## src/c2s_pkg.sv

```systemverilog
// ----------------------------------------------------------------------------
// c2s_pkg
// shared constants, types and the cordic arctangent table
// ----------------------------------------------------------------------------
package c2s_pkg;

  // cordic iterations, 8 to 24
  localparam int CORDIC_STAGES = 16;
  localparam int ATAN_LEN      = 24;

  // cordic operand width and internal datapath width
  localparam int OPW = 25;
  localparam int CW  = 44;

  // square root unit: radicand and root widths
  localparam int RADW  = 48;
  localparam int ROOTW = 24;

  localparam logic [31:0] HALF_TURN = 32'h8000_0000;
  localparam logic [31:0] ROUND_BIT = 32'h0000_8000;

  localparam logic [15:0] POL_HALF  = 16'd32768;
  localparam logic [15:0] POL_WRAP  = 16'd49152;

  // atan(2^-i) in units of 2^32 per turn
  localparam logic [31:0] ATAN_TABLE [ATAN_LEN] = '{
    32'd536870912, 32'd316933406, 32'd167458907, 32'd85004756,
    32'd42667331,  32'd21354465,  32'd10679838,  32'd5340245,
    32'd2670163,   32'd1335087,   32'd667544,    32'd333772,
    32'd166886,    32'd83443,     32'd41722,     32'd20861,
    32'd10430,     32'd5215,      32'd2608,      32'd1304,
    32'd652,       32'd326,       32'd163,       32'd81
  };

  // point data carried alongside the square root pipeline
  typedef struct packed {
    logic signed [15:0] x;
    logic signed [15:0] y;
    logic signed [15:0] z;
    logic               zero;
  } pt_t;

endpackage

```

## src/c2s_isqrt.sv

```systemverilog
// ----------------------------------------------------------------------------
// c2s_isqrt
// pipelined integer square root, one root bit per register stage
// ----------------------------------------------------------------------------
module c2s_isqrt (
  input  logic                         clk,
  input  logic                         en,
  input  logic [c2s_pkg::RADW-1:0]     rad,
  output logic [c2s_pkg::ROOTW-1:0]    root
);

  logic [c2s_pkg::RADW-1:0]  rem [c2s_pkg::ROOTW+1];
  logic [c2s_pkg::ROOTW-1:0] q   [c2s_pkg::ROOTW+1];

  assign rem[0] = rad;
  assign q[0]   = '0;

  // stage k decides root bit ROOTW-1-k
  for (genvar k = 0; k < c2s_pkg::ROOTW; k++) begin : g_stage
    localparam int I = c2s_pkg::ROOTW - 1 - k;
    logic [c2s_pkg::RADW-1:0] trial;
    logic                     ge;

    // root bits so far sit above the new bit, so the two terms never overlap
    assign trial = ({{(c2s_pkg::RADW-c2s_pkg::ROOTW){1'b0}}, q[k]} << (I + 1))
                 | ({{(c2s_pkg::RADW-1){1'b0}}, 1'b1} << (2 * I));
    assign ge    = rem[k] >= trial;

    always_ff @(posedge clk) begin
      if (en) begin
        rem[k+1] <= ge ? rem[k] - trial : rem[k];
        q[k+1]   <= ge ? (q[k] | ({{(c2s_pkg::ROOTW-1){1'b0}}, 1'b1} << I)) : q[k];
      end
    end
  end

  assign root = q[c2s_pkg::ROOTW];

endmodule

```

## config.mk

```make
export PLATFORM = sky130hd
export DESIGN_NAME = c2s_isqrt
export DESIGN_NICKNAME = d
export VERILOG_FILES = /design/src/c2s_pkg.sv /design/src/c2s_isqrt.sv
export SDC_FILE = /design/constraint.sdc
export NUM_CORES = 2
export LEC_CHECK = 0
export BUFFER_PORTS_ARGS = -buffer_cell sky130_fd_sc_hd__buf_2
export CORE_MARGIN = 3
export CORE_UTILIZATION = 57
export CTS_CLUSTER_DIAMETER = 150
export CTS_CLUSTER_SIZE = 12
export DETAILED_ROUTE_END_ITERATION = 8
export GPL_ROUTABILITY_DRIVEN = 0
export PLACE_DENSITY_LB_ADDON = 0.05
export REMOVE_ABC_BUFFERS = 1
export SETUP_SLACK_MARGIN = 0.05
export SLEW_MARGIN = 5
export SYNTH_ARGS = -nofsm -noshare
export SYNTH_HDL_FRONTEND = slang
export SYNTH_SLANG_ARGS = --single-unit
```

## constraint.sdc

```tcl
create_clock -name clk -period 3 [get_ports clk]
set_input_delay 0 -clock clk [delete_from_list [all_inputs] [get_ports clk]]
set_output_delay 0 -clock clk [all_outputs]
set_load 0.005 [all_outputs]
```

==> impl_metrics.csv <==
group,metric,value,unit
floorplan,dieArea,0.1221,sq mm
floorplan,placementRows,125,
global_routing,grt_usage,0.2473,
route,totalWireLength,155600,microns
final_layout,final_common_cell,"edfxtp_1",
global_routing,grt_pass1_vias,44110,
clock_tree,path_clk_slew,0.06,ns
route,drtIter0Drc,3379,
floorplan,die_y,349.4,microns
global_routing,grt.overflow.total,0,
logic_synthesis,synth.avg_cell_area,12.66,sq um
logic_synthesis,synth_edf_count,1404,
critical_path,crit_fanout,7,
floorplan,die_w,349.4,microns
timing,maxSlewViolCount,0,
critical_path,setup.worst_path.start_class,"flop",
critical_path,required,3.45,ns
final_layout,final-seq-area,0.04216,sq mm
clock_tree,cts_tree,"built",
floorplan,io-pin-count,74,
logic_synthesis,synth-xor-area-share,0.06228,
placement,place_area,0.07330,sq mm
route,drt_pass1_iterations,5,
logic_synthesis,ys_warn_count,0,
timing,fin_crit_sh,1.035,
logic_synthesis,synth_top_family_by_area,"simple AND/OR/NAND/NOR gates",
route,ant_nets,0,
final_layout,nFillCells,8125,
global_routing,grt_pass1_wl,238800,microns
logic_synthesis,synth_ff_type,"edfxtp_1",
clock_tree,cts_buffers,134,
hold_path,holdCritPathClass,"input port to flop",
timing,setup_tns,-0.6701,ns
logic_synthesis,syn-instance-count,5310,
route,viasPerCell,5.820,
power_and_ir_drop,p_leak,31.32,nW
logic_synthesis,synthDistinctLibCells,88,
timing,worstMarginPinSlew,1.027,ns
route,via_count,44640,
placement,portBuffers,73,
floorplan,initial_core_util,0.5761,
placement,dp_cells,7325,
timing,final.setup_skew,0.03829,ns
timing,setup_ws,-0.1039,ns
critical_path,timing_worst_setup_path_type,"flop to flop",
timing,setup_viol,21,
final_layout,areaGrowthSynthToFinish,21.91,%
final_layout,layout_common_cells,"edfxtp_1, buf_4, inv_1, nor2_1, nand2_1",
clock_tree,clockBufferDepth,3,
logic_synthesis,synth_seq_cells,1404,
floorplan,coreArea,0.1167,sq mm
global_routing,grt_max_degree,136,
timing,relSlewSlack,0.3151,
final_layout,final_cells,7670,
route,drc,0,
final_layout,nets,6504,
logic_synthesis,synth-simple-area-share,0.1215,
outcome,outcome,"finished with violations",
route,drt-wirelength-per-cell,20.29,microns
clock_tree,cts-root-buf,"clkbuf_16",
power_and_ir_drop,finalPower,0.05519,W
global_routing,antenna_found_initial,0,
timing,fmax,322.2,MHz
logic_synthesis,ys_seq_area_frac,0.6272,
logic_synthesis,synth_compound_area_frac,0.09212,
logic_synthesis,async_flop_share,0,
critical_path,arrival,3.56,ns
logic_synthesis,muxShareOfSynthArea,0.007613,
run,drv_cap,0,
final_layout,fin_area,0.08195,sq mm
clock_tree,clkSinkCount,1404,
placement,dp_hpwl,108800,microns
logic_synthesis,synth_fa_ha_area_frac,0.05994,
final_layout,multi_input_area,0.02592,sq mm
clock_tree,cts_max_level,4,
power_and_ir_drop,powerDensity,673.4,mW/mm^2
timing,period_needed,3.104,ns
timing,hold_viol,0,
timing,rsz0062_at_grt,"yes",
final_layout,post_route_cells_drive_above_1_share,0.2135,
logic_synthesis,netlist_area,0.06722,sq mm
outcome,failed_checks,"negative setup slack",
critical_path,setup.worst_path.end_class,"flop",
clock_tree,insertion_delay,0.75,ns
power_and_ir_drop,max-vdd-ir-drop,0.6009,mV
-- critical path: stages, from the launching register on --
cell,delay [ns]
edfxtp_1,0.39
or4_4,0.55
or3_4,0.35
or4b_1,0.48
a211o_1,0.27
a31o_4,0.29
o211ai_1,0.15
buf_4,0.17
nor4_2,0.04
xor2_1,0.14
-- cells in the mapped netlist (20+ instances only) --
library cell | count | area [sq um]
nor2b_1 | 47 | 294.0
inv_1 | 406 | 1524
nor4b_1 | 31 | 271.5
and3_1 | 27 | 168.9
o211ai_1 | 25 | 187.7
nand4b_1 | 20 | 175.2
nand2_1 | 311 | 1167
clkbuf_1 | 82 | 307.8
or3_1 | 55 | 344.1
nand4_1 | 89 | 556.8
nand2b_1 | 61 | 381.6
xnor2_1 | 267 | 2338
a211oi_1 | 24 | 180.2
o21ai_0 | 220 | 1101
nand3_1 | 104 | 520.5
nor4_1 | 185 | 1157
mux2_2 | 33 | 371.6
nor3_1 | 147 | 735.7
a31oi_1 | 23 | 143.9
nor2_1 | 348 | 1306
or2_2 | 25 | 156.4
o21a_1 | 68 | 510.5
a21oi_1 | 320 | 1602
xor2_1 | 211 | 1848
ha_1 | 322 | 4029
o31ai_1 | 36 | 270.3
or4_1 | 36 | 270.3
edfxtp_1 | 1404 | 42160
a21o_1 | 100 | 750.7
o21bai_1 | 25 | 187.7
-- layer usage --
metal  GRT usage  wire [microns]  up-vias
li1            -               -    21500
met4     0.06906            4224        0
met5           0               0        -
met1      0.3196           65220    21820
met2      0.4403           79830     1026
met3     0.03134            6346      295
-- state kept, by name (all words and copies together) (netlist names) --
signal	cells
g_stage.trial	276
rem	1104
root	24
-- through the flow --
step | setup slack [ns] | hold WS, ns | util
2_1_floorplan | -2.406 | 0.09887 | -
3_3_place_gp | -0.2900 | 0.1913 | 0.6282
3_5_place_dp | -0.2747 | 0.1927 | 0.6282
4_1_cts | -0.06171 | 0.1269 | 0.6780
5_1_grt | -0.1923 | 0.2368 | 0.7023
6_report | -0.1039 | 0.2205 | 0.7024
-- layout make-up --
class,instances,area share
Sequential cell,1404,0.5145
Multi-Input combinational cell,3393,0.3164
Clock buffer,136,0.04153
Timing Repair Buffer,790,0.08179
Inverter,409,0.01880
Antenna cell,1,0.00003054
Clock inverter,13,0.003756
Tap cell,1524,0.02327
-- where the power goes --
part           switching, W  total [W]  leakage, nW  internal [W]
Combinational       0.00712     0.0133         16.1       0.00621
Clock               0.00711     0.0153         1.80       0.00815
Sequential          0.00186     0.0266         13.5        0.0247
Total                0.0161     0.0552         31.3        0.0391
-- cells by family (layout without fill, tap and decap cells) --
kind of cell               after synthesis  after routing
buffers and inverters                  513           1348
other                                    0              1
adders and majority gates              322            322
muxes                                   45             45
DFF                                   1404           1404
AOI/OAI and AO/OA                      983            983
xor gates and xnor gates               478            478
and+or+nand+nor                       1565           1565
-- final timing paths --
| kind | from | end | slack (ns) | depth (start not counted) |
|---|---|---|---|---|
| max | rem[426] | rem[378] | -0.10 | 9 |
| min reg2reg | rem[344] | rem[296] | 0.44 | 0 |
| max reg2reg | rem[426] | rem[378] | -0.10 | 9 |
| min | rad[46] | rem[1150] | 0.22 | 4 |
-- timing repair --
item / in CTS / in global routing
hold buffers: 97 / 0
resized for setup: 179 / 424
setup buffers: 24 / 63
setup endpoints to repair: 275 / 429
pin swaps: 67 / 149
hold endpoints to repair: 523 / 0
cloned: 1 / 12
(Power assumes the default switching activity.)
